`config.mk`:
```
export PLATFORM = sky130hd
export DESIGN_NAME = mf3_median
export DESIGN_NICKNAME = d
export VERILOG_FILES = /design/src/rtl/mf3_pkg.sv /design/src/rtl/mf3_median.sv
export SDC_FILE = /design/constraint.sdc
export NUM_CORES = 1
export LEC_CHECK = 0
export BUFFER_PORTS_ARGS = -buffer_cell sky130_fd_sc_hd__buf_2
export CORE_MARGIN = 2
export CORE_UTILIZATION = 55
export DETAILED_ROUTE_END_ITERATION = 8
export HOLD_SLACK_MARGIN = 0.12
export PLACE_DENSITY = 0.75
export SYNTH_ARGS = -nofsm -noshare
export SYNTH_HDL_FRONTEND = slang
export SYNTH_SLANG_ARGS = --single-unit
export TNS_END_PERCENT = 20
```
`constraint.sdc`:
```
create_clock -name i_clk -period 5.39 [get_ports i_clk]
set_input_delay 0.8085 -clock i_clk [delete_from_list [all_inputs] [get_ports i_clk]]
set_output_delay 0.8085 -clock i_clk [all_outputs]
set_load 0.005 [all_outputs]
```
`src/rtl/mf3_pkg.sv`:
```
// ----------------------------------------------------------------------------
// mf3_pkg: shared types and constants of the 3x3 median filter
// Sizes, configuration register indexes, window and pipeline records, and
// the small compare helpers of the sorting network.
// ----------------------------------------------------------------------------
`default_nettype none

package mf3_pkg;

    // Geometry and widths
    localparam int MAX_WIDTH  = 1024;
    localparam int PIXEL_BITS = 8;
    localparam int COL_W      = $clog2(MAX_WIDTH);
    localparam int WID_W      = COL_W + 1;        // holds a width up to MAX_WIDTH
    localparam int LAG_W      = COL_W + 1;        // counts up to width + 1
    localparam int ROWS_MAX   = 4096;
    localparam int ROW_W      = 12;
    localparam int RWS_W      = 13;               // holds a row count up to ROWS_MAX

    // Configuration register file
    localparam int LW_W       = 11;
    localparam int FR_W       = 13;
    localparam int CFG_IDX_W  = 1;
    localparam int CFG_DATA_W = 13;
    localparam logic [LW_W-1:0] LW_RESET = 11'd640;
    localparam logic [FR_W-1:0] FR_RESET = 13'd480;

    // Result queue
    localparam int FIFO_DEPTH = 8;
    localparam int FIFO_AW    = $clog2(FIFO_DEPTH);
    localparam int PEND_W     = FIFO_AW + 1;

    typedef logic [PIXEL_BITS-1:0] t_pix;
    typedef logic [COL_W-1:0]      t_col;

    typedef enum logic [CFG_IDX_W-1:0] {
        CFG_LINE_WIDTH = 1'b0,
        CFG_FRAME_ROWS = 1'b1
    } t_cfg_idx;

    // Per-item control that rides along the pipeline
    typedef struct packed {
        logic emit;
        logic border;
        logic last;
    } t_meta;

    // One sorted triple
    typedef struct packed {
        t_pix lo;
        t_pix md;
        t_pix hi;
    } t_trip;

    // One result entry
    typedef struct packed {
        t_pix pix;
        logic last;
    } t_res;

    function automatic t_pix min2(input t_pix a, input t_pix b);
        return (a < b) ? a : b;
    endfunction

    function automatic t_pix max2(input t_pix a, input t_pix b);
        return (a > b) ? a : b;
    endfunction

    function automatic t_pix med3(input t_pix a, input t_pix b, input t_pix c);
        return max2(min2(a, b), min2(max2(a, b), c));
    endfunction

    function automatic t_trip sort3(input t_pix a, input t_pix b, input t_pix c);
        t_trip t;
        t.lo = min2(min2(a, b), c);
        t.hi = max2(max2(a, b), c);
        t.md = med3(a, b, c);
        return t;
    endfunction

endpackage

`default_nettype wire

```
`src/rtl/mf3_median.sv`:
```
// ----------------------------------------------------------------------------
// mf3_median: 3x3 window and pipelined median network
// The window shifts one column per item. Three stages follow: sort each row,
// combine mins/medians/maxes, take the final median or the border pixel.
// ----------------------------------------------------------------------------
`default_nettype none

module mf3_median import mf3_pkg::*; (
    input  wire   i_clk,
    input  wire   i_rst_n,
    input  wire   i_valid,
    input  t_meta i_meta,
    input  t_pix  i_upper,
    input  t_pix  i_middle,
    input  t_pix  i_pix,
    output logic  o_valid,
    output t_res  o_res
);

    t_pix  r_win [3][3];
    logic  r_w_valid;
    t_meta r_w_meta;

    logic  r_a_valid;
    t_meta r_a_meta;
    t_pix  r_a_centre;
    t_trip r_a_trip [3];

    logic  r_b_valid;
    t_meta r_b_meta;
    t_pix  r_b_centre;
    t_pix  r_b_lo;
    t_pix  r_b_md;
    t_pix  r_b_hi;

    logic  r_c_valid;
    t_res  r_c_res;

    // Shift the window left and load the new column on the right
    always_ff @(posedge i_clk) begin
        if (!i_rst_n) begin
            for (int k = 0; k < 3; k++) begin
                for (int j = 0; j < 3; j++) begin
                    r_win[k][j] <= '0;
                end
            end
        end else if (i_valid) begin
            for (int k = 0; k < 3; k++) begin
                r_win[k][0] <= r_win[k][1];
                r_win[k][1] <= r_win[k][2];
            end
            r_win[0][2] <= i_upper;
            r_win[1][2] <= i_middle;
            r_win[2][2] <= i_pix;
        end
    end

    // Valid flags of the stages
    always_ff @(posedge i_clk) begin
        if (!i_rst_n) begin
            r_w_valid <= 1'b0;
            r_a_valid <= 1'b0;
            r_b_valid <= 1'b0;
            r_c_valid <= 1'b0;
        end else begin
            r_w_valid <= i_valid;
            r_a_valid <= r_w_valid;
            r_b_valid <= r_a_valid;
            r_c_valid <= r_b_valid && r_b_meta.emit;
        end
    end

    // Payload of the stages
    always_ff @(posedge i_clk) begin
        r_w_meta <= i_meta;

        // sort each row
        r_a_meta   <= r_w_meta;
        r_a_centre <= r_win[1][1];
        for (int k = 0; k < 3; k++) begin
            r_a_trip[k] <= sort3(r_win[k][0], r_win[k][1], r_win[k][2]);
        end

        // max of mins, median of medians, min of maxes
        r_b_meta   <= r_a_meta;
        r_b_centre <= r_a_centre;
        r_b_lo     <= max2(max2(r_a_trip[0].lo, r_a_trip[1].lo), r_a_trip[2].lo);
        r_b_md     <= med3(r_a_trip[0].md, r_a_trip[1].md, r_a_trip[2].md);
        r_b_hi     <= min2(min2(r_a_trip[0].hi, r_a_trip[1].hi), r_a_trip[2].hi);

        // final pick: border pixels pass through
        r_c_res.pix  <= r_b_meta.border ? r_b_centre : med3(r_b_lo, r_b_md, r_b_hi);
        r_c_res.last <= r_b_meta.last;
    end

    assign o_valid = r_c_valid;
    assign o_res   = r_c_res;

endmodule

`default_nettype wire

```
== Word-level counts from Yosys, hierarchy flattened ==
Memories as Yosys holds them, arrays and structs flattened.
Index checks and enable logic that the tools add are counted.

* Register bits after elaboration: 62
* Latch bits: 0
* RAM bits: 144
* ROM bits: 0
* Input port bits: 30
* Output and inout port bits: 10
* Word-level logic and storage cells: 106
* Memories: 2

* Add/subtract/negate cells: 0
* $mul: 0
* Divide/modulo/power cells: 0
* Magnitude comparators: 30
* Eq/ne operators: 0
* Shift operators: 0
* Muxes and demuxes: 44
* Bitwise operators: 9
* Reduce and logical (&&, ||, !) cells: 1

{| class="wikitable"
|+ Memory list
! memory !! words !! bits a word !! read ports !! clocked after memory_dff !! wr ports !! line !! text
|-
| r_a_trip || 3 || 24 || 3 || 0 || 3 || mf3_median.sv:27 || <nowiki>t_trip r_a_trip [3];</nowiki>
|-
| r_win || 3 || 24 || 3 || 0 || 3 || mf3_median.sv:20 || <nowiki>t_pix r_win [3][3];</nowiki>
|}

{| class="wikitable"
|+ Operators by type and width
! kind !! count
|-
| 8-bit 2-to-1 mux || 40
|-
| 8-bit greater-than comparator || 15
|-
| 8-bit less-than comparator || 15
|-
| 1-bit bitwise OR || 9
|-
| 1-bit 2-to-1 mux || 4
|-
| 1-bit logical AND || 1
|}

== Longest topological paths before layout ==
Gate-level depths: netlist of run 1.

* Depth after elaboration: 7
* Mapped depth: 24
* Mapped depth without buffers: 23

== Worst setup path before layout of run 1 ==
Ideal clock, no wire load.

* Kind: register to register
* Start point: memory r_a_trip[0][35] (netlist bit)
* End point: register r_b_md[0]
* Setup time: 0.114 ns
* Arrival: 4.955 ns
* Setup slack: 0.321 ns
* Cell stages (with the launch flop): 25
* Buffers on the path: 3
* Path through: dfxtp_1 > inv_1 > ha_1 > nand3_1 > o221ai_1 > a21o_1 > buf_2 > nor2b_1 > buf_2 > mux2_2 > ha_1 > a21o_1 > a21oi_1 > nor2b_1 > a2111oi_0 > a22oi_1 > buf_2 > mux2i_1 > ha_1 > a21o_1 > a21oi_1 > a21oi_1 > o31ai_2 > nor2_1 > a21o_1

{| class="wikitable"
|+ RTL lines
! element !! line !! text
|-
| start: declaration || mf3_median.sv:27 ||
|-
| end signal: assignment || mf3_median.sv:88 || <nowiki>r_b_md <= med3(r_a_trip[0].md, r_a_trip[1].md, r_a_trip[2].md);</nowiki>
|-
| end: declaration || mf3_median.sv:33 || <nowiki>t_pix r_b_md;</nowiki>
|}

== Worst setup path after layout of run 1 ==
* Start point: register r_b_md[7]
* End point: register r_c_res, in the netlist o_res[5]

* Longest elaborated chain between the ends: 7
* Elaborated cells on any way between the ends: 9
* Those cells by class: order compare: 4; mux: 5

{| class="wikitable"
|+ RTL lines
! element !! line !! text
|-
| 8-bit greater-than comparator || mf3_pkg.sv:66 || <nowiki>return (a > b) ? a : b;</nowiki>
|-
| 8-bit 2-to-1 mux || mf3_pkg.sv:66 ||
|-
| 8-bit less-than comparator || mf3_pkg.sv:62 || <nowiki>return (a < b) ? a : b;</nowiki>
|-
| 8-bit 2-to-1 mux || mf3_pkg.sv:62 ||
|-
| 8-bit greater-than comparator || mf3_pkg.sv:66 ||
|-
| 8-bit 2-to-1 mux (*) || mf3_pkg.sv:66 ||
|-
| 8-bit 2-to-1 mux (*) || mf3_median.sv:92 || <nowiki>r_c_res.pix <= r_b_meta.border ? r_b_centre : med3(r_b_lo, r_b_md, r_b_hi);</nowiki>
|-
| end: declaration || mf3_median.sv:37 || <nowiki>t_res r_c_res;</nowiki>
|}

Mark *: on every way between the ends. The rest lies on a longest branch, timed or not.
A chain may end at the register's enable or synchronous reset.

==> impl_results.md, run 1 <==
- NetSw: approximately 3.5 mW
- RSZ-0062 raised after global routing: true
- Die X: ~150 um
- Syn nets: 1,355
- Largest cells by area after synthesis: dfxtp_1 (21%), edfxtp_1 (17%), ha_1 (17%)
- Yosys Warn Count: 0
- CTS tree: yes
- Drt drc: 0
- Die Y-Extent: 155 um
- Most common cell in the netlist: ha_1
- Hold Path End: r_b_meta[2]
- Ant diodes: 0
- Worst R2R End: o_res[5]
- Reg power frac: 25.3%
- DP Area: roughly 13,000 um2
- Max Fclk: 193 MHz
- Clock power frac: between 10% and 20%
- Clk_lat worst skew: 0.52 ns
- Vias in the first global route: about 8,600
- Tmin final: 5.19 ns
- Post-synthesis sequential area ratio: 38.8%
- CTS Buf Count: 23
- H-tree depth: 1
- Tcrit/Tclk final: a little over nine tenths
- P_leak: 6.63 nW
- Hold Vio Cnt, Final: 0
- CP Launch Type: flop
- Critical path data arrival time: between 5 and 6 ns
- Slowest stage delay, CP: 0.40 ns
- CP Cell Sequence: inv_1 > ha_1 > nand4_1 > nor2_1 > nor2b_1 > nor2_1 > buf_4 > mux2_2 > ha_1 > a21oi_1 > nand2_1 > a221o_1 > nor4b_4 > a31oi_4 > mux2i_1 > ha_1 > nand3_1 > nor2_1 > a32oi_1 > nand2_1 > or2_2 > nand2b_1 > o211ai_1
- Root Buffer: clkbuf_16
- Total routed wirelength: 27,200 um
- Clk buf depth: 3
- Die Area: about 24,000 um2
- Layout cells sized above 1: a little over a fifth
- Worst-Margin Slew: 0.933 ns
- Final Max Slew Viols: 0
- Reg2reg path depth: 23
- Commonest cells in the netlist: ha_1 (169), inv_1 (141), dfxtp_1 (134), mux2_2 (128), mux2i_1 (85)
- Critical Path End Type: flop
- Synth-to-layout area growth: 10.9%
- FP Rows: 55
- Post-synthesis average cell area: approximately 11 um2
- Min-Delay Startpoint: r_a_meta[2]
- Worst vdd ir: approximately 0.00034 V
- Distinct cell type count after synthesis: 58
- EDFF count, synth: 72
- Flops & latches, synth: 206
- Pwr dens: 637 nW/um2
- Final Skew: approximately 0.018 ns
- Post-synth ARST share: 0%
- Post-synth top area cell: dfxtp_1
- Hold_buf cts: 0
- Final setup violating endpoints: 0
- Required time worst endpoint: 5.80 ns
- Detailed Route Iter0 Violations: 469
- Core Region: between 20,000 and 25,000 um2
- Internal power: 5.28 mW
- Critical-path top delay cell: a221o_1
- Synthesized instance count: about 1,200
- Via count: 8,616
- Main synth FF type: dfxtp_1
- Clock-pin slew on the worst setup and hold paths: ~0.06 ns
- GPL Wtd Cong: 0.904
- First drt pass iteration count: 5
- Total grt overflow: 0
- DRT antenna net count: 0
- Vias/cell: 5.69
- WL/cell: between 15 and 20 um
- Mapped Area: 12,500 um2
- Worst reg-to-reg setup slack: 0.20 ns
- Top-area cell type share of the netlist area: 21.5%
- Slew Limit Headroom: 37.8%
- Top Ports: 40
- First-pass GRT wire length: 44,000 um
- Worst Hold Class: flop to flop
- Sink Count: 206
- Status: completed
- Max cap viols: 0
- Setup TNS: 0 ns
- Hold Crit Depth: 0
- Design area: 13,800 um2
- Largest net degree at the start of global routing: 77
- Worst-path maximum fanout: 8
- Dpl hpwl: 21,200 um
- Initial antenna violation count: 0
- I/O Buffers: 39
- Sw frac: 40.1%
- Overall Global Routing Usage: 22.9%
- Starting density of the core: 55.7%
- Worst Setup Path Type: flop to flop
- RR Startpoint: r_b_md[7]
- Final net count: roughly 1,400
- Gate power share: 58.0%
final cells by class:
| type | instances | area [um2] |
|---|---|---|
| Sequential cell | 206 | 4840 |
| Tap cell | 285 | 357 |
| Clock inverter | 8 | 53.8 |
| Fill cell | 1830 | 8580 |
| Inverter | 141 | 529 |
| Timing Repair Buffer | 59 | 345 |
| Multi-Input combinational cell | 783 | 7060 |
| Clock buffer | 33 | 664 |
worst max-delay path: cells and delay by family, from the launching register on:
family / cells / cell delay, ns
AND/OR/NAND/NOR: 11 / 1.84
multiplexers: 2 / 0.68
flip-flops: 1 / 0.38
buffers and inverters: 2 / 0.23
AO/OA/AOI/OAI: 5 / 1.08
adder cells (fa/ha/maj): 3 / 0.92
cell usage in the layout (no fill, tap or decap), types with 4 or more instances in the layout:
master     count
ha_1         169
inv_1        141
dfxtp_1      134
mux2_2       128
mux2i_1       84
and3_1        76
edfxtp_1      72
a21oi_1       44
buf_2         39
nand2_1       34
a21o_1        26
o21ai_0       25
clkbuf_16     24
nor2_1        23
nand4_1       22
nor2b_1       20
buf_4         20
nand2b_1      16
o21a_1        16
nand3_1       13
o211ai_1      12
mux2_4         7
clkbuf_1       6
and4_1         5
o21bai_1       5
and2_1         4
power groups by stage:
stage / Combinational, mW / Sequential (mW) / Clock [mW]
after floorplan: 3.84 / 2.15 / 0
after global placement: 4.82 / 2.25 / 0
after detailed placement: 4.95 / 2.26 / 0
after CTS: 5.00 / 2.23 / 1.50
after global routing: 5.69 / 2.26 / 1.57
final: 5.12 / 2.23 / 1.47
state kept, by name, indices dropped and copies added, names as in the netlist:
register,flops
r_win,72
r_b_hi,8
o_res,9
r_b_lo,8
r_a_valid,1
r_a_centre,8
r_a_trip,72
r_b_md,8
r_b_centre,8
o_valid,1
r_w_valid,1
r_w_meta,3
r_a_meta,3
r_b_valid,1
r_b_meta,3
metal layers:
| layer | up-vias | wire (um) | global-route usage [%] |
|---|---|---|---|
| met4 | 0 | 648 | 6.08 |
| met1 | 4096 | 12800 | 31.6 |
| met2 | 156 | 12800 | 38.2 |
| met3 | 45 | 959 | 3.03 |
| met5 | - | 0 | 0 |
| li1 | 4319 | - | - |
logic make-up (layout without fill, tap and decap cells):
kind of cell	count (synthesis)	after routing	share of synthesized area, %
and+or+nand+nor	229	229	10.5
muxes	220	220	19.2
adders and majority gates	169	169	16.9
buffers and inverters	167	241	5.08
AOI/OAI and AO/OA	165	165	9.50
DFF	206	206	38.8
timing repair:
item                                    in CTS  in global routing
endpoints found under the setup margin       0                 19
buffers inserted                             0                  3
gates resized for setup                      0                  8
how the worst max path moves through the flow:
stage               startpoint         to  cells after the start
3_3_place_gp         r_b_md[1]   o_res[5]                     23
4_1_cts        r_a_trip[0][35]  r_b_md[0]                     22
3_5_place_dp   r_a_trip[0][35]  r_b_md[0]                     22
2_1_floorplan  r_a_trip[0][35]  r_b_md[0]                     24
6_report             r_b_md[7]   o_res[5]                     23
5_1_grt              r_b_md[1]   o_res[4]                     22
metrics by stage:
| step | hold WS [ns] | std cells | power [mW] | setup WS, ns | util, % |
|---|---|---|---|---|---|
| detailed placement | 0.312 | 1471 | 7.21 | 0.199 | 58.3 |
| floorplan | 0.310 | 1156 | 5.99 | 0.321 | - |
| global placement | 0.311 | 1471 | 7.07 | 0.345 | 58.3 |
| finish | 0.319 | 1515 | 8.82 | 0.197 | 61.7 |
| CTS | 0.321 | 1512 | 8.73 | 0.162 | 61.5 |
| global route | 0.320 | 1515 | 9.52 | -0.0893 | 61.7 |
No activity file was read; power rests on OpenSTA's default activity.
==> inputs of run 2 (changes only) <==
--- a/config.mk
+++ b/config.mk
@@ -11,6 +11,7 @@
 export DETAILED_ROUTE_END_ITERATION = 8
 export HOLD_SLACK_MARGIN = 0.12
 export PLACE_DENSITY = 0.75
+export SLEW_MARGIN = 20
 export SYNTH_ARGS = -nofsm -noshare
 export SYNTH_HDL_FRONTEND = slang
 export SYNTH_SLANG_ARGS = --single-unit
==> constraint.sdc (replaced) <==
create_clock -name i_clk -period 5.39 [get_ports i_clk]
set_input_delay 1.3475 -clock i_clk [delete_from_list [all_inputs] [get_ports i_clk]]
set_output_delay 1.3475 -clock i_clk [all_outputs]
set_load 0.005 [all_outputs]
==> run 2 against run 1 <==
Net effect: fmax grew 2.2%; final area grew 0.79%; core utilization rose by 0.49 points; hold slack better by 0.0067 ns; global-route usage up 0.15 points; sequential power barely moved; largest cell class unchanged.
==> impl_results.md, run 2 (synthesis results as in run 1) <==
- Pre-CTS setup slack: 0.148 ns (-0.0508 ns)
- Hold_buf cts: 0 (unchanged)
- NetSw: 3.64 mW (+2.8%)
- FP Rows: 55 (unchanged)
- Tcrit/Tclk final: 94.3% (-2.1 points)
- Clk_lat worst skew: 0.52 ns (about the same)
- Tmin final: 5.08 ns (-0.112 ns)
- H-tree depth: 1 (unchanged)
- Internal power: 5.44 mW (+3.0%)
- Clk buf depth: 3 (unchanged)
- Worst-path maximum fanout: 8 (unchanged)
- Pwr dens: 650 nW/um2 (+2.1%)
- Max cap viols: 0 (unchanged)
- Layout cells sized above 1: 22.4% (+1.3 points)
- Worst-Margin Slew: 0.945 ns (+0.0117 ns)
- Critical path data arrival time: 5.42 ns (-0.18 ns)
- Critical-path top delay cell: o32ai_2
- Worst Setup Path Type: flop to flop
- CTS Buf Count: 23 (unchanged)
- Slowest stage delay, CP: 0.66 ns (+0.26 ns)
- Status: completed
- Min-Delay Startpoint: r_w_meta[0]
- Final setup violating endpoints: 0 (unchanged)
- Total routed wirelength: 27,600 um (+1.5%)
- Overall Global Routing Usage: 23.1% (+0.15 points)
- Synth-to-layout area growth: 11.8%
- Most common cell after layout, fill and taps aside: ha_1
- Reg power frac: 24.7% (-0.6 points)
- Critical Path End Type: flop
- WP buf/inv: 3 (+1)
- Worst R2R End: r_a_trip[0][33]
- GPL Wtd Cong: 0.905 (about the same)
- Final net count: 1,417 (+0.28%)
- Hold Vio Cnt, Final: 0 (unchanged)
- Die Area: 23,900 um2 (unchanged)
- CP delay by family, top: compound AO/OA/AOI/OAI gates
- Die Y-Extent: 155 um (unchanged)
- Dpl hpwl: 21,200 um (about the same)
- Core Region: 22,400 um2 (unchanged)
- Ant diodes: 0 (unchanged)
- Via count: 8,627 (+0.13%)
- Reg2reg path depth: 20 (-13%)
- WL/cell: 18.2 um (+1.2%)
- Clock power frac: 17.3% (+0.6 points)
- CP Cell Sequence: inv_1 > ha_1 > nand3_1 > o32ai_2 > mux2_2 > ha_1 > nor2b_1 > o21ai_0 > nand2b_1 > a21oi_1 > o21ai_2 > buf_4 > mux2i_1 > ha_1 > o21ai_0 > a21oi_1 > o21bai_1 > a22oi_1 > buf_4 > o21ai_0
- Max Fclk: 197 MHz (+2.2%)
- RR Startpoint: r_win[0][39]
- Vias in the first global route: 8,739 (+1.4%)
- Gate power share: 58.0% (about the same)
- Total grt overflow: 0 (unchanged)
- Sink Count: 206 (unchanged)
- Detailed Route Iter0 Violations: 327 (-30%)
- Required time worst endpoint: 5.73 ns (-0.07 ns)
- Root Buffer: clkbuf_16
- Vias/cell: 5.68 (-0.20%)
- First-pass GRT wire length: 44,200 um (+0.53%)
- PnR worst setup slack: 0.309 ns (+0.112 ns)
- Crit path depth: 20 (-13%)
- First drt pass iteration count: 5 (unchanged)
- Top Ports: 40 (unchanged)
- Pwr Total: 9.08 mW (+2.9%)
- Final Skew: 0.0196 ns (+0.00193 ns)
- DRT antenna net count: 0 (unchanged)
- Crit path capture: r_a_trip[0][33]
- Starting density of the core: 55.7% (unchanged)
- CTS tree: yes
- Slew Limit Headroom: 37.0% (-0.78 points)
- CP Launch Type: flop
- Worst Hold Class: flop to flop
- Sw frac: 40.1% (-0.050 points)
- Worst reg-to-reg setup slack: 0.31 ns (+0.11 ns)
- I/O Buffers: 39 (unchanged)
- Initial antenna violation count: 2 (+2)
- Die X: 155 um (unchanged)
- Worst Setup SP: r_win[0][39]
- Worst vdd ir: 0.000403 V (+18%)
- Final Max Slew Viols: 0 (unchanged)
- Largest net degree at the start of global routing: 77 (unchanged)
- P_leak: 6.67 nW (+0.54%)
- Drt drc: 0 (unchanged)
- Clock-pin slew on the worst setup and hold paths: 0.06 ns (about the same)
- Min Hold Slack: 0.326 ns (+0.00671 ns)
- Most frequent cells in the layout: ha_1 (169), inv_1 (141), dfxtp_1 (134)
-- run 2: changes by cell type in the layout (fill, tap and decap cells not counted), sizes merged --
cell	previous run	this run
buf	59	63
clkbuf	33	29
inv	144	147
bufinv	0	2
-- run 2: layout make-up --
class	count	area, um2
Inverter	141	529
Timing Repair Buffer	63	375
Tap cell	285	357
Fill cell	1828	8480
Multi-Input combinational cell	783	7090
Sequential cell	206	4840
Clock inverter	13	145
Clock buffer	29	619
-- run 2: worst min-delay path by stage --
| stage | endpoint | slack, ns | depth (start not counted) |
|---|---|---|---|
| finish | r_a_meta[0] | 0.33 | 0 |
| global route | r_b_centre[6] | 0.33 | 0 |
| CTS | r_b_meta[2] | 0.33 | 0 |
| detailed placement | r_b_meta[2] | 0.31 | 0 |
| global placement | r_b_centre[3] | 0.31 | 0 |
| floorplan | o_res[0] | 0.31 | 0 |
-- run 2: per-layer routing --
metal  vias to the layer above  part of all wire, %  track usage, %
li1                       4325                    -               -
met1                      4115                   48            31.1
met2                       128                   46            38.8
met3                        57                  2.6            2.94
met4                         2                  3.3            7.54
met5                         -                0.047               0
-- run 2: power groups by stage --
stage	logic [mW]	clock network (mW)	registers [mW]
after floorplan	3.84	0	2.15
after global placement	4.78	0	2.25
after detailed placement	4.90	0	2.26
after CTS	4.95	1.60	2.23
after global routing	5.83	1.67	2.27
final	5.27	1.57	2.24
-- run 2: what timing repair did --
action / 4_1_cts / 5_1_grt
buffers inserted: 0 / 9
setup endpoints to repair: 0 / 19
hold endpoints to repair: 0 / 0
gates resized for setup: 0 / 18
-- run 2: metrics by stage --
stage | setup TNS (ns) | std cells | utilization (%) | cell area (um2)
floorplan | 0 | 1156 | - | 12500
global placement | 0 | 1469 | 58.2 | 13100
detailed placement | 0 | 1469 | 58.2 | 13100
CTS | 0 | 1511 | 61.6 | 13800
global route | -0.0484 | 1520 | 62.2 | 14000
finish | 0 | 1520 | 62.2 | 14000
