## src/rtl/mf3_pkg.sv

```systemverilog
// ----------------------------------------------------------------------------
// mf3_pkg: shared types and constants of the 3x3 median filter
// Sizes, configuration register indexes, window and pipeline records, and
// the small compare helpers of the sorting network.
// ----------------------------------------------------------------------------
`default_nettype none

package mf3_pkg;

    // Geometry and widths
    localparam int MAX_WIDTH  = 1024;
    localparam int PIXEL_BITS = 8;
    localparam int COL_W      = $clog2(MAX_WIDTH);
    localparam int WID_W      = COL_W + 1;        // holds a width up to MAX_WIDTH
    localparam int LAG_W      = COL_W + 1;        // counts up to width + 1
    localparam int ROWS_MAX   = 4096;
    localparam int ROW_W      = 12;
    localparam int RWS_W      = 13;               // holds a row count up to ROWS_MAX

    // Configuration register file
    localparam int LW_W       = 11;
    localparam int FR_W       = 13;
    localparam int CFG_IDX_W  = 1;
    localparam int CFG_DATA_W = 13;
    localparam logic [LW_W-1:0] LW_RESET = 11'd640;
    localparam logic [FR_W-1:0] FR_RESET = 13'd480;

    // Result queue
    localparam int FIFO_DEPTH = 8;
    localparam int FIFO_AW    = $clog2(FIFO_DEPTH);
    localparam int PEND_W     = FIFO_AW + 1;

    typedef logic [PIXEL_BITS-1:0] t_pix;
    typedef logic [COL_W-1:0]      t_col;

    typedef enum logic [CFG_IDX_W-1:0] {
        CFG_LINE_WIDTH = 1'b0,
        CFG_FRAME_ROWS = 1'b1
    } t_cfg_idx;

    // Per-item control that rides along the pipeline
    typedef struct packed {
        logic emit;
        logic border;
        logic last;
    } t_meta;

    // One sorted triple
    typedef struct packed {
        t_pix lo;
        t_pix md;
        t_pix hi;
    } t_trip;

    // One result entry
    typedef struct packed {
        t_pix pix;
        logic last;
    } t_res;

    function automatic t_pix min2(input t_pix a, input t_pix b);
        return (a < b) ? a : b;
    endfunction

    function automatic t_pix max2(input t_pix a, input t_pix b);
        return (a > b) ? a : b;
    endfunction

    function automatic t_pix med3(input t_pix a, input t_pix b, input t_pix c);
        return max2(min2(a, b), min2(max2(a, b), c));
    endfunction

    function automatic t_trip sort3(input t_pix a, input t_pix b, input t_pix c);
        t_trip t;
        t.lo = min2(min2(a, b), c);
        t.hi = max2(max2(a, b), c);
        t.md = med3(a, b, c);
        return t;
    endfunction

endpackage

`default_nettype wire

```

## src/rtl/mf3_out_fifo.sv

```systemverilog
// ----------------------------------------------------------------------------
// mf3_out_fifo: result queue
// Small register queue that decouples the pipeline from output stalls.
// Space is reserved at input acceptance, so a push never meets a full queue.
// ----------------------------------------------------------------------------
`default_nettype none

module mf3_out_fifo import mf3_pkg::*; (
    input  wire  i_clk,
    input  wire  i_rst_n,
    input  wire  i_push,
    input  t_res i_res,
    input  wire  i_pop,
    output logic o_valid,
    output t_res o_res
);

    t_res                r_mem [FIFO_DEPTH];
    logic [FIFO_AW-1:0]  r_wr;
    logic [FIFO_AW-1:0]  r_rd;
    logic [PEND_W-1:0]   r_cnt;
    logic [PEND_W-1:0]   n_cnt;

    // Store pushed entries
    always_ff @(posedge i_clk) begin
        if (i_push) begin
            r_mem[r_wr] <= i_res;
        end
    end

    // Occupancy next value
    always_comb begin
        n_cnt = r_cnt;
        if (i_push && !i_pop) begin
            n_cnt = r_cnt + 1'b1;
        end else if (!i_push && i_pop) begin
            n_cnt = r_cnt - 1'b1;
        end
    end

    // Advance pointers and count
    always_ff @(posedge i_clk) begin
        if (!i_rst_n) begin
            r_wr  <= '0;
            r_rd  <= '0;
            r_cnt <= '0;
        end else begin
            if (i_push) begin
                r_wr <= r_wr + 1'b1;
            end
            if (i_pop) begin
                r_rd <= r_rd + 1'b1;
            end
            r_cnt <= n_cnt;
        end
    end

    assign o_valid = (r_cnt != '0);
    assign o_res   = r_mem[r_rd];

endmodule

`default_nettype wire
```

## config.mk

```make
export PLATFORM = sky130hd
export DESIGN_NAME = mf3_out_fifo
export DESIGN_NICKNAME = d
export VERILOG_FILES = /design/src/rtl/mf3_pkg.sv /design/src/rtl/mf3_out_fifo.sv
export SDC_FILE = /design/constraint.sdc
export NUM_CORES = 1
export LEC_CHECK = 0
export ABC_CLOCK_PERIOD_IN_PS = 3800
export BUFFER_PORTS_ARGS = -buffer_cell sky130_fd_sc_hd__clkbuf_2
export CELL_PAD_IN_SITES_DETAIL_PLACEMENT = 2
export CELL_PAD_IN_SITES_GLOBAL_PLACEMENT = 2
export CORE_UTILIZATION = 30
export DETAILED_ROUTE_END_ITERATION = 12
export GPL_TIMING_DRIVEN = 0
export PLACE_DENSITY_LB_ADDON = 0.12
export SYNTH_ARGS = -nofsm -noshare
export SYNTH_HDL_FRONTEND = slang
export SYNTH_SLANG_ARGS = --single-unit
```

## constraint.sdc

```tcl
create_clock -name i_clk -period 3.8 [get_ports i_clk]
set_input_delay 0.38 -clock i_clk [delete_from_list [all_inputs] [get_ports i_clk]]
set_output_delay 0.38 -clock i_clk [all_outputs]
set_load 0.05 [all_outputs]
```

## Word level (Yosys, flattened, before mapping)

Memories as Yosys holds them, arrays and structs flattened. A register that Yosys moved wholly into a read port is not among the register bits.
Cells that the tools add are included.

- RAM bits: 72
- Input bits: 13
- Bits in registers: 10
- ROM bits: 0
- Latch bits: 0
- Logic and storage cells: 20
- Memories kept: 1
- Output and inout port bits: 10

- Shifts and indexed selects: 0
- $add $sub $neg: 4
- Muxes and demuxes: 6
- Divide/modulo/power cells: 0
- Reductions and logical operators: 6
- Bitwise logic cells: 0
- $mul: 0
- Order comparisons: 0
- Equal/unequal tests: 0

Memory list:

| memory | words | width | read ports | clocked after Yosys merged registers in | wr ports | line | text |
|---|---|---|---|---|---|---|---|
| r_mem | 8 | 9 | 1 | 1 | 1 | mf3_out_fifo.sv:18 | `t_res r_mem [FIFO_DEPTH];` |

Operators with widths:

| cell | number |
|---|---|
| 4-bit 2-to-1 mux | 2 |
| 3-bit by 1-bit adder with 3-bit output, second input constant | 2 |
| 3-bit 2-to-1 mux | 2 |
| 4-bit by 1-bit adder with 4-bit output, second input constant | 1 |
| 4-bit nonzero test | 1 |
| 4-bit by 1-bit subtractor with 4-bit output, second input constant | 1 |
| 1-bit logical AND | 2 |
| 1-bit logical NOT | 2 |
| 1-bit 2-to-1 mux | 2 |
| 2-bit nonzero test | 1 |

## Depth between registers and ports, before layout

Gate-level depths: netlist of the first run.

- Depth in word-level cells: 4
- Mapped depth: 8
- Mapped depth without buffers: 8

## Worst setup path before layout of the first run

OpenSTA, ideal clock, no wires.

- Path kind: flip-flop to output port
- Start: reg with a tool-made name
- End: out o_res[0] (netlist name)
- Slack: 1926 ps
- Data arrival time: 1494 ps
- Required time: 3420 ps
- Cell stages (with the launch flop): 5
- Cells stage by stage: dfxtp_1 > buf_6 > buf_12 > mux4_1 > mux2_2

RTL lines:

| what | line | text |
|---|---|---|
| to (decl) | mf3_out_fifo.sv:15 | `output t_res o_res` |

==> flow_metrics.py, run 1 <==
metrics = {
    "synth": {
        "synth_enable_flop_cells": 72,
        "synth.most_common_cell": "edfxtp_1",
        "yosysSeqAreaShare": 0.7097,
        "synthArstFlopShare": 0,
        "synth.lib_cells_used.distinct": 27,
        "ys_dominant_reg_cell": "edfxtp_1",
        "netlist_top_cells_area": "edfxtp_1 63%, mux4_1 14%, dfxtp_1 7.6%",
        "warnings_from_yosys": 0,
        "post_synth_inst_count": 172,
        "netlist_area_um2": 3413,
        "synth_top_cells_by_count": "72 x edfxtp_1, 18 x mux4_1, 13 x dfxtp_1, 9 x mux2_2",
        "synth_top_cell_by_area": "edfxtp_1",
        "postSynthNetCount": 191,
        "post-synth-top-area-fraction": 0.6334,
        "yosys_register_bits": 85,
        "mean_area_per_synthesized_cell_um2": 19.84,
    },
    "setup_path": {
        "crit_path_max_incr_delay_ns": 0.52,
        "cp_top_family": "buffers and inverters",
        "critical_path.cell_chain": "clkbuf_1, buf_2, mux4_1, mux2_2, clkbuf_2",
        "endpoint_kind": "primary output",
        "worstPathBufferInverterCount": 3,
        "worstSetupPathType": "reg2out",
        "critPathRequiredTime_ns": 3.42,
        "crit_slowest_cell": "clkbuf_1",
        "critical_path.startpoint_type": "register",
        "worst_ep_arrival_time_ns": 2.40,
        "timing.critical_path.fanout_max": 10,
    },
    "grt": {
        "grt_max_degree": 16,
        "overflow": 0,
        "wire_length_of_the_first_global_routing_pass_um": 10610,
        "grt_util_all_layers": 0.1310,
        "antenna_found_initial": 0,
        "number_of_global_route_vias_before_repair": 1850,
    },
    "cts": {
        "post-cts-setup-buffers": 0,
        "clock_tree.buffer_depth": 2,
        "clk_pin_slew_ns": 0.07,
        "count_of_instances_resized_after_the_clock_tree_is_built": 0,
        "number_of_h_tree_levels": 3,
        "postCtsHoldBufs": 0,
        "tritoncts": "done",
        "cts_made_buffers": 9,
        "number_of_sinks_on_the_clock_net": 85,
        "clockRootBuffer": "clkbuf_16",
        "worstSkewPairLatency_ns": 0.33,
    },
    "die": {
        "standard_cell_rows": 38,
        "design.die.area_um2": 11810,
        "floorplan.initialDensity": 0.3108,
        "dieHeight_um": 108.7,
        "top_level_ports": 23,
        "core_um2": 10980,
        "die_x_um": 108.7,
    },
    "power_and_ir_drop": {
        "comb_power_share": 0.129,
        "ir_worst_vdd_uv": 225.9,
        "leakagePower_nw": 1.373,
        "power_density_nw_per_um2": 537.1,
        "power_switching_mw": 0.5457,
        "share_of_power_burned_in_the_clock_network": 0.375,
        "intPower_mw": 1.600,
        "fraction_of_power_spent_switching_nets": 0.2543,
        "pwr-share-seq": 0.497,
    },
    "detailed_routing": {
        "num_vias": 1623,
        "antenna_violating_nets_post_route": 0,
        "wl_per_cell_um": 19.72,
        "route.final.wire_length_um": 6921,
        "detail_route.drc_violations": 0,
        "drt_pre_antenna_iters": 4,
        "via_per_inst": 4.624,
        "initialDrtViolationCount": 29,
    },
    "sta": {
        "layout_min_cycle_time_ns": 2.782,
        "hold_violations": 0,
        "timing.final.setup_violations": 0,
        "slew-limit-headroom": 0.1985,
        "drv_slew": 0,
        "tns_ns": 0,
        "fin_crit_sh": 0.7322,
        "max_freq_ghz": 0.3594,
        "grt_setup_unrepaired": "no",
        "worstMarginPinSlew_ns": 1.198,
        "skew_ns": 0.007260,
    },
    "layout": {
        "final_nets": 225,
        "nFillCells": 1057,
        "layout.cells.non_filler": 351,
        "final_layout_size_suffix_gt1_frac": 0.2464,
        "syn_to_final_growth_pct": 17.05,
        "diodes": 0,
    },
    "run_status": {
        "run_status": "completed",
    },
    "placed_design": {
        "buffer_ports.inserted": 22,
        "dp_hpwl_um": 4538,
        "place_inst": 335,
        "place.gp.congestion": 0.6993,
    },
    "worst_hold_path": {
        "hold_path.class": "in2reg",
    },
    "job": {
        "max_cap_viol_count": 0,
    },
}
## state kept, by name, summed over array words and instances, names as in the netlist, named ones only
| name | cells |
|---|---|
| r_mem | 72 |
| r_cnt | 4 |
| r_rd | 3 |
| r_wr | 3 |
## per-layer routing
layer / vias up / GRT usage / part of all wire
li1: 761 / - / -
met1: 840 / 0.1513 / 0.42
met2: 17 / 0.2333 / 0.55
met3: 5 / 0.02750 / 0.023
met4: 0 / 0.05792 / 0.014
met5: - / 0 / 0
## worst reg2reg max path: cells and delay by family, from the launching register on
family           cells  cell delay, ns
flip-flops           1            0.47
AND/OR/NAND/NOR      2            1.04
## power by group through the flow
stage | logic [mW] | registers, mW | clock network, mW
floorplan | 0.205 | 1.08 | 0
global placement | 0.265 | 1.08 | 0
detailed placement | 0.284 | 1.09 | 0
CTS | 0.285 | 1.07 | 0.827
global route | 0.300 | 1.07 | 0.863
finish | 0.277 | 1.07 | 0.804
## through the flow
| stage | hold WS [ns] | instance area, um2 | total power, mW | util | worst slack, ns |
|---|---|---|---|---|---|
| 2_1_floorplan | 0.4404 | 3413 | 1.285 | - | 1.926 |
| 3_3_place_gp | 0.4619 | 3699 | 1.348 | 0.3368 | 1.303 |
| 3_5_place_dp | 0.4834 | 3720 | 1.371 | 0.3387 | 1.281 |
| 4_1_cts | 0.3193 | 3995 | 2.179 | 0.3638 | 0.9131 |
| 5_1_grt | 0.3441 | 3995 | 2.232 | 0.3638 | 0.8458 |
| 6_report | 0.3199 | 3995 | 2.146 | 0.3638 | 1.018 |
## cells in the final DEF (no fill, tap or decap), drive strengths merged, types with 5 or more instances in the layout
master / Yosys / layout
mux4: 18 / 18
edfxtp: 72 / 72
ha: 5 / 5
buf: 4 / 5
mux2: 9 / 9
dfxtp: 13 / 13
nand2: 6 / 6
nor2: 7 / 7
clkbuf: 3 / 35
and2: 7 / 7
## cells by family (layout without fill, tap and decap cells)
| group | Yosys count | in the layout | synth area share |
|---|---|---|---|
| flip-flops | 85 | 85 | 0.7097 |
| multiplexers | 31 | 31 | 0.1800 |
| AND/OR/NAND/NOR | 31 | 31 | 0.04655 |
| buffers and inverters | 9 | 48 | 0.01723 |
| adder cells (fa/ha/maj) | 6 | 6 | 0.02419 |
| XOR/XNOR | 6 | 6 | 0.01540 |
| AO/OA/AOI/OAI | 4 | 4 | 0.006964 |
## cell type report
| type | count | area, um2 | share of cell area |
|---|---|---|---|
| plain buffers | 7 | 51.30 | 0.01284 |
| clock buffers | 10 | 229.0 | 0.05731 |
| clock inverters | 6 | 46.29 | 0.01159 |
| inverters | 2 | 7.507 | 0.001879 |
| multi-input cells | 78 | 942.2 | 0.2358 |
| flip-flops and latches | 85 | 2422 | 0.6063 |
| well taps | 140 | 175.2 | 0.04385 |
| repair buffers | 23 | 121.4 | 0.03038 |
## final timing paths
kind	startpoint	to	slack [ns]	depth (start not counted)
max reg2reg	r_wr[1]	r_mem[2][6]	1.90	2
min reg2reg	r_cnt[3]	r_cnt[3]	0.49	2
max	register	o_res[4]	1.02	5
min	i_rst_n	r_cnt[3]	0.32	3
No activity file was read; power rests on OpenSTA's default activity.
==> run 2: changes to the inputs <==
ABC_CLOCK_PERIOD_IN_PS = 2780   (was 3800)
clock period = 2.78 ns   (was 3.8 ns; I/O delays follow)
==> run 2 against run 1 <==
Count of clock-buffer cells in the layout did not move. Global-route usage barely moved. Clock power rose by 37%. Design area barely moved. Clock skew barely moved. Worst setup slack got worse by 0.72 ns. Largest cell class unchanged. Largest power group unchanged.
==> flow_metrics.py, run 2 (synthesized netlist as in run 1, its figures left out) <==
metrics = {
    "detailed_routing": {
        "wl_per_cell_um": 19.66,
        "detail_route.drc_violations": 0,
        "route.final.wire_length_um": 6881,
        "num_vias": 1625,
        "drt_pre_antenna_iters": 4,
        "antenna_violating_nets_post_route": 0,
        "via_per_inst": 4.643,
        "initialDrtViolationCount": 30,
    },
    "power_and_ir_drop": {
        "leakagePower_nw": 1.372,
        "power_mw": 2.930,
        "power_density_nw_per_um2": 734.1,
        "ir_worst_vdd_uv": 309.5,
    },
    "placed_design": {
        "dp_hpwl_um": 4538,
        "place.gp.congestion": 0.6993,
        "buffer_ports.inserted": 22,
        "place_inst": 335,
        "place_ws_ns": 0.3633,
    },
    "sta": {
        "slew-limit-headroom": 0.2288,
        "hold_violations": 0,
        "fin_crit_sh": 0.8947,
        "timing.final.setup_violations": 0,
        "max_freq_ghz": 0.4020,
        "tns_ns": 0,
        "worstMarginPinSlew_ns": 1.153,
        "grt_setup_unrepaired": "no",
        "drv_slew": 0,
        "skew_ns": 0.007678,
        "final_worst_path_setup_slack_ns": 0.2927,
        "layout_min_cycle_time_ns": 2.487,
    },
    "layout": {
        "most-common-layout-cells": "72 x edfxtp_1, 22 x clkbuf_2, 18 x mux4_1, 13 x dfxtp_1",
        "registers.top_by_ff_count": "r_mem",
        "final_layout_size_suffix_gt1_frac": 0.2476,
        "layout_top_registers": "r_mem (72), r_cnt (4)",
        "diodes": 0,
        "largest_register_ffs": 72,
        "final_nets": 224,
        "layout.cells.non_filler": 350,
        "utilization": 0.3634,
        "nFillCells": 1056,
        "syn_to_final_growth_pct": 16.94,
        "mostFrequentLayoutCell": "edfxtp_1",
    },
    "grt": {
        "overflow": 0,
        "grt_util_all_layers": 0.1306,
        "wire_length_of_the_first_global_routing_pass_um": 10580,
        "grt_max_degree": 16,
        "number_of_global_route_vias_before_repair": 1848,
        "antenna_found_initial": 0,
    },
    "cts": {
        "clk_pin_slew_ns": 0.07,
        "clockRootBuffer": "clkbuf_16",
        "post-cts-setup-buffers": 0,
        "number_of_h_tree_levels": 3,
        "cts_made_buffers": 9,
        "clock_tree.buffer_depth": 2,
        "postCtsHoldBufs": 0,
        "number_of_sinks_on_the_clock_net": 85,
        "tritoncts": "done",
        "count_of_instances_resized_after_the_clock_tree_is_built": 0,
        "worstSkewPairLatency_ns": 0.33,
    },
    "setup_path": {
        "endpoint_kind": "primary output",
        "critical_path.startpoint_type": "register",
        "critPathRequiredTime_ns": 2.50,
        "r2r_cells": 2,
        "setup.worst_path.end": "o_res[4]",
        "timing.critical_path.fanout_max": 10,
        "worstSetupPathType": "reg2out",
        "r2r-end": "r_mem[2][7]",
        "setup.reg_to_reg.worst_slack_ns": 0.91,
        "worst_ep_arrival_time_ns": 2.21,
        "worstReg2RegStart": "r_wr[1]",
    },
    "die": {
        "top_level_ports": 23,
        "core_um2": 10980,
        "standard_cell_rows": 38,
        "die_x_um": 108.7,
        "floorplan.initialDensity": 0.3108,
        "dieHeight_um": 108.7,
        "design.die.area_um2": 11810,
    },
    "worst_hold_path": {
        "hold_path.class": "in2reg",
    },
    "job": {
        "max_cap_viol_count": 0,
    },
    "run_status": {
        "run_status": "completed",
    },
}
[run 2: area by class of cell]
class,count,area [um2],area share
Clock inverter,6,46.29,0.01160
Multi-Input combinational cell,78,942.2,0.2361
Tap cell,140,175.2,0.04389
Timing Repair Buffer,23,121.4,0.03041
Buffer,6,47.55,0.01191
Clock buffer,10,229.0,0.05737
Sequential cell,85,2422,0.6069
Inverter,2,7.507,0.001881
[run 2: where the power goes]
group / switching (mW) / internal [mW] / total [mW]
Sequential: 0.0313 / 1.43 / 1.46
Combinational: 0.227 / 0.144 / 0.372
Clock: 0.485 / 0.611 / 1.10
[run 2: worst min path at each step]
stage,from,endpoint,slack [ns],cells past startpoint
3_5_place_dp,r_cnt[3],r_cnt[3],0.48,2
4_1_cts,i_rst_n,r_cnt[3],0.22,3
3_3_place_gp,r_cnt[3],r_cnt[3],0.46,2
6_report,i_rst_n,r_cnt[3],0.22,3
5_1_grt,i_res[2],r_mem[2][2],0.24,1
2_1_floorplan,i_res[0],r_mem[0][0],0.38,0
[run 2: layer usage]
layer	global-route usage	part of all wire	up-vias
met3	0.02750	0.031	5
met5	0	0	-
met2	0.2319	0.54	24
met1	0.1513	0.41	839
li1	-	-	757
met4	0.05792	0.015	0
[run 2: critical path, stage by stage (launching register included)]
cell and delay (ns):
dfxtp_1 0.64, buf_2 0.37, mux4_1 0.33, mux2_2 0.29
clkbuf_2 0.24
[run 2: metrics by stage]
step	cell area, um2	hold WS, ns
floorplan	3413	0.3769
global placement	3699	0.4619
detailed placement	3720	0.4834
CTS	3991	0.2173
global route	3991	0.2421
finish	3991	0.2175
==> run 3: changes to the inputs <==
ABC_AREA = 1   (was unset)
TNS_END_PERCENT = 1   (was unset)
==> run 3 against run 2 <==
Register-to-register slack hardly changed. Utilization is 0.12 points lower. Synthesized area is 3.7% higher. First-iteration DRC count grew to 3.2 times the previous value. Clock skew is 0.00092 ns lower. Non-clock buffer count is 4 higher. Design area is 4.1% higher. Fmax is 18% higher. Largest cell class unchanged. Largest power group unchanged.
==> flow_metrics.py, run 3 <==
metrics = {
    "run_status": {
        "run_status": "completed",
    },
    "detailed_routing": {
        "detail_route.drc_violations": 0,
        "antenna_violating_nets_post_route": 0,
        "wl_per_cell_um": 18.24,
        "initialDrtViolationCount": 97,
        "num_vias": 2415,
        "route.final.wire_length_um": 9231,
        "drt_pre_antenna_iters": 4,
        "via_per_inst": 4.773,
    },
    "sta": {
        "timing.final.setup_violations": 0,
        "hold_violations": 0,
        "tns_ns": 0,
        "slew-limit-headroom": 0.2970,
        "skew_ns": 0.006754,
        "fin_crit_sh": 0.7594,
        "layout_min_cycle_time_ns": 2.111,
        "grt_setup_unrepaired": "no",
        "drv_slew": 0,
        "worstMarginPinSlew_ns": 1.051,
        "max_freq_ghz": 0.4737,
    },
    "layout": {
        "largest_register_ffs": 72,
        "mostFrequentLayoutCell": "nor2_1",
        "diodes": 0,
        "final_layout_size_suffix_gt1_frac": 0.1433,
        "final_nets": 377,
        "syn_to_final_growth_pct": 17.40,
        "layout_top_registers": "r_mem (72), r_cnt (4)",
        "registers.top_by_ff_count": "r_mem",
        "utilization": 0.3622,
        "most-common-layout-cells": "91 x nor2_1, 72 x edfxtp_1, 61 x nand2_1, 30 x o21ai_1, 22 x clkbuf_2",
    },
    "die": {
        "standard_cell_rows": 39,
        "design.die.area_um2": 12230,
        "floorplan.initialDensity": 0.3086,
        "core_um2": 11470,
        "top_level_ports": 23,
        "dieHeight_um": 110.6,
        "die_x_um": 110.6,
    },
    "grt": {
        "number_of_global_route_vias_before_repair": 2666,
        "wire_length_of_the_first_global_routing_pass_um": 14800,
        "antenna_found_initial": 0,
        "grt_max_degree": 15,
        "overflow": 0,
        "grt_util_all_layers": 0.1639,
    },
    "placed_design": {
        "dp_hpwl_um": 6385,
        "buffer_ports.inserted": 22,
        "place.gp.congestion": 0.7073,
    },
    "cts": {
        "post-cts-setup-buffers": 0,
        "clock_tree.buffer_depth": 2,
        "clk_pin_slew_ns": 0.06,
        "number_of_h_tree_levels": 3,
        "postCtsHoldBufs": 0,
        "cts_made_buffers": 9,
        "number_of_sinks_on_the_clock_net": 85,
        "worstSkewPairLatency_ns": 0.33,
        "clockRootBuffer": "clkbuf_16",
        "tritoncts": "done",
        "count_of_instances_resized_after_the_clock_tree_is_built": 0,
    },
    "synth": {
        "mean_area_per_synthesized_cell_um2": 10.89,
        "synth_top_cells_by_count": "91 x nor2_1, 72 x edfxtp_1, 61 x nand2_1, 30 x o21ai_1, 13 x dfxtp_1",
        "synth_top_cell_by_area": "edfxtp_1",
        "synth_enable_flop_cells": 72,
        "synthArstFlopShare": 0,
        "postSynthNetCount": 344,
        "netlist_top_cells_area": "edfxtp_1 61%, nor2_1 9.7%, dfxtp_1 7.4%",
        "yosys_register_bits": 85,
        "ys_dominant_reg_cell": "edfxtp_1",
        "yosysSeqAreaShare": 0.6846,
        "warnings_from_yosys": 0,
        "synth.lib_cells_used.distinct": 18,
        "post_synth_inst_count": 325,
        "synth.most_common_cell": "nor2_1",
        "post-synth-top-area-fraction": 0.6110,
        "netlist_area_um2": 3538,
    },
    "setup_path": {
        "crit_slowest_cell": "clkinv_1",
        "worstReg2RegStart": "r_wr[0]",
        "worst_ep_arrival_time_ns": 1.83,
        "crit_path_max_incr_delay_ns": 0.35,
        "critPathRequiredTime_ns": 2.50,
        "setup.reg_to_reg.worst_slack_ns": 0.92,
        "worstSetupPathType": "reg2out",
        "endpoint_kind": "primary output",
        "timing.critical_path.fanout_max": 10,
        "critical_path.cell_chain": "buf_2, clkinv_1, nand2_1, nand2_1, clkbuf_2",
        "worstPathBufferInverterCount": 3,
        "critical_path.startpoint_type": "register",
        "critical_path.most_common_cell": "nand2_1",
        "cp_top_family": "buffers and inverters",
    },
    "power_and_ir_drop": {
        "ir_worst_vdd_uv": 351.3,
        "power_switching_mw": 0.8333,
        "intPower_mw": 2.368,
        "comb_power_share": 0.143,
        "leakagePower_nw": 1.604,
        "pwr-share-seq": 0.451,
        "share_of_power_burned_in_the_clock_network": 0.407,
        "fraction_of_power_spent_switching_nets": 0.2603,
        "power_density_nw_per_um2": 770.5,
    },
    "job": {
        "max_cap_viol_count": 0,
    },
    "worst_hold_path": {
        "hold_path.class": "in2reg",
        "timing.hold.worst.start": "i_res[2]",
    },
}
-- run 3: power groups by stage --
stage / Sequential (mW) / Clock (mW) / Combinational, mW
6_report: 1.44 / 1.30 / 0.457
2_1_floorplan: 1.47 / 0 / 0.324
4_1_cts: 1.44 / 1.32 / 0.471
3_5_place_dp: 1.47 / 0 / 0.469
5_1_grt: 1.45 / 1.37 / 0.515
3_3_place_gp: 1.47 / 0 / 0.458
-- run 3: logic make-up after synthesis --
logic type      share of synthesized area
compound gates                    0.06789
xor+xnor                         0.004951
fa+ha+maj                         0.02334
buf+inv                           0.04880
flops                              0.6846
simple gates                       0.1704
-- run 3: cell type report --
cell class | count | area [um2]
clock inverter | 5 | 83.83
tap | 143 | 178.9
fill | 1212 | 7313
clock buffer | 11 | 242.7
timing repair buffer | 22 | 110.1
multi-input combinational | 214 | 943.4
buffer | 11 | 111.4
sequential | 85 | 2422
inverter | 15 | 61.31
-- run 3: final timing paths --
path,to,cells after the start
worst max-delay path,o_res[1],5
worst min register to register,r_wr[0],2
worst max register to register,r_mem[0][3],2
worst min-delay path,r_mem[6][2],1
-- run 3: metal layers --
layer	part of all wire	global-route usage	vias to the layer above
li1	-	-	1153
met1	0.46	0.2121	1231
met2	0.51	0.2845	24
met3	0.019	0.02634	7
met4	0.0099	0.04267	0
met5	0	0	-
-- run 3: metrics by stage --
| step | total power, mW | instance area, um2 | worst slack [ns] | hold slack [ns] | cells |
|---|---|---|---|---|---|
| 6_report | 3.201 | 4154 | 0.6688 | 0.2603 | 506 |
| 4_1_cts | 3.232 | 4154 | 0.5975 | 0.2631 | 506 |
| 3_5_place_dp | 1.940 | 3827 | 0.6235 | 0.5017 | 490 |
| 5_1_grt | 3.330 | 4154 | 0.5447 | 0.2832 | 506 |
| 3_3_place_gp | 1.927 | 3827 | 0.6573 | 0.4890 | 490 |
| 2_1_floorplan | 1.790 | 3538 | 1.300 | 0.3769 | 325 |
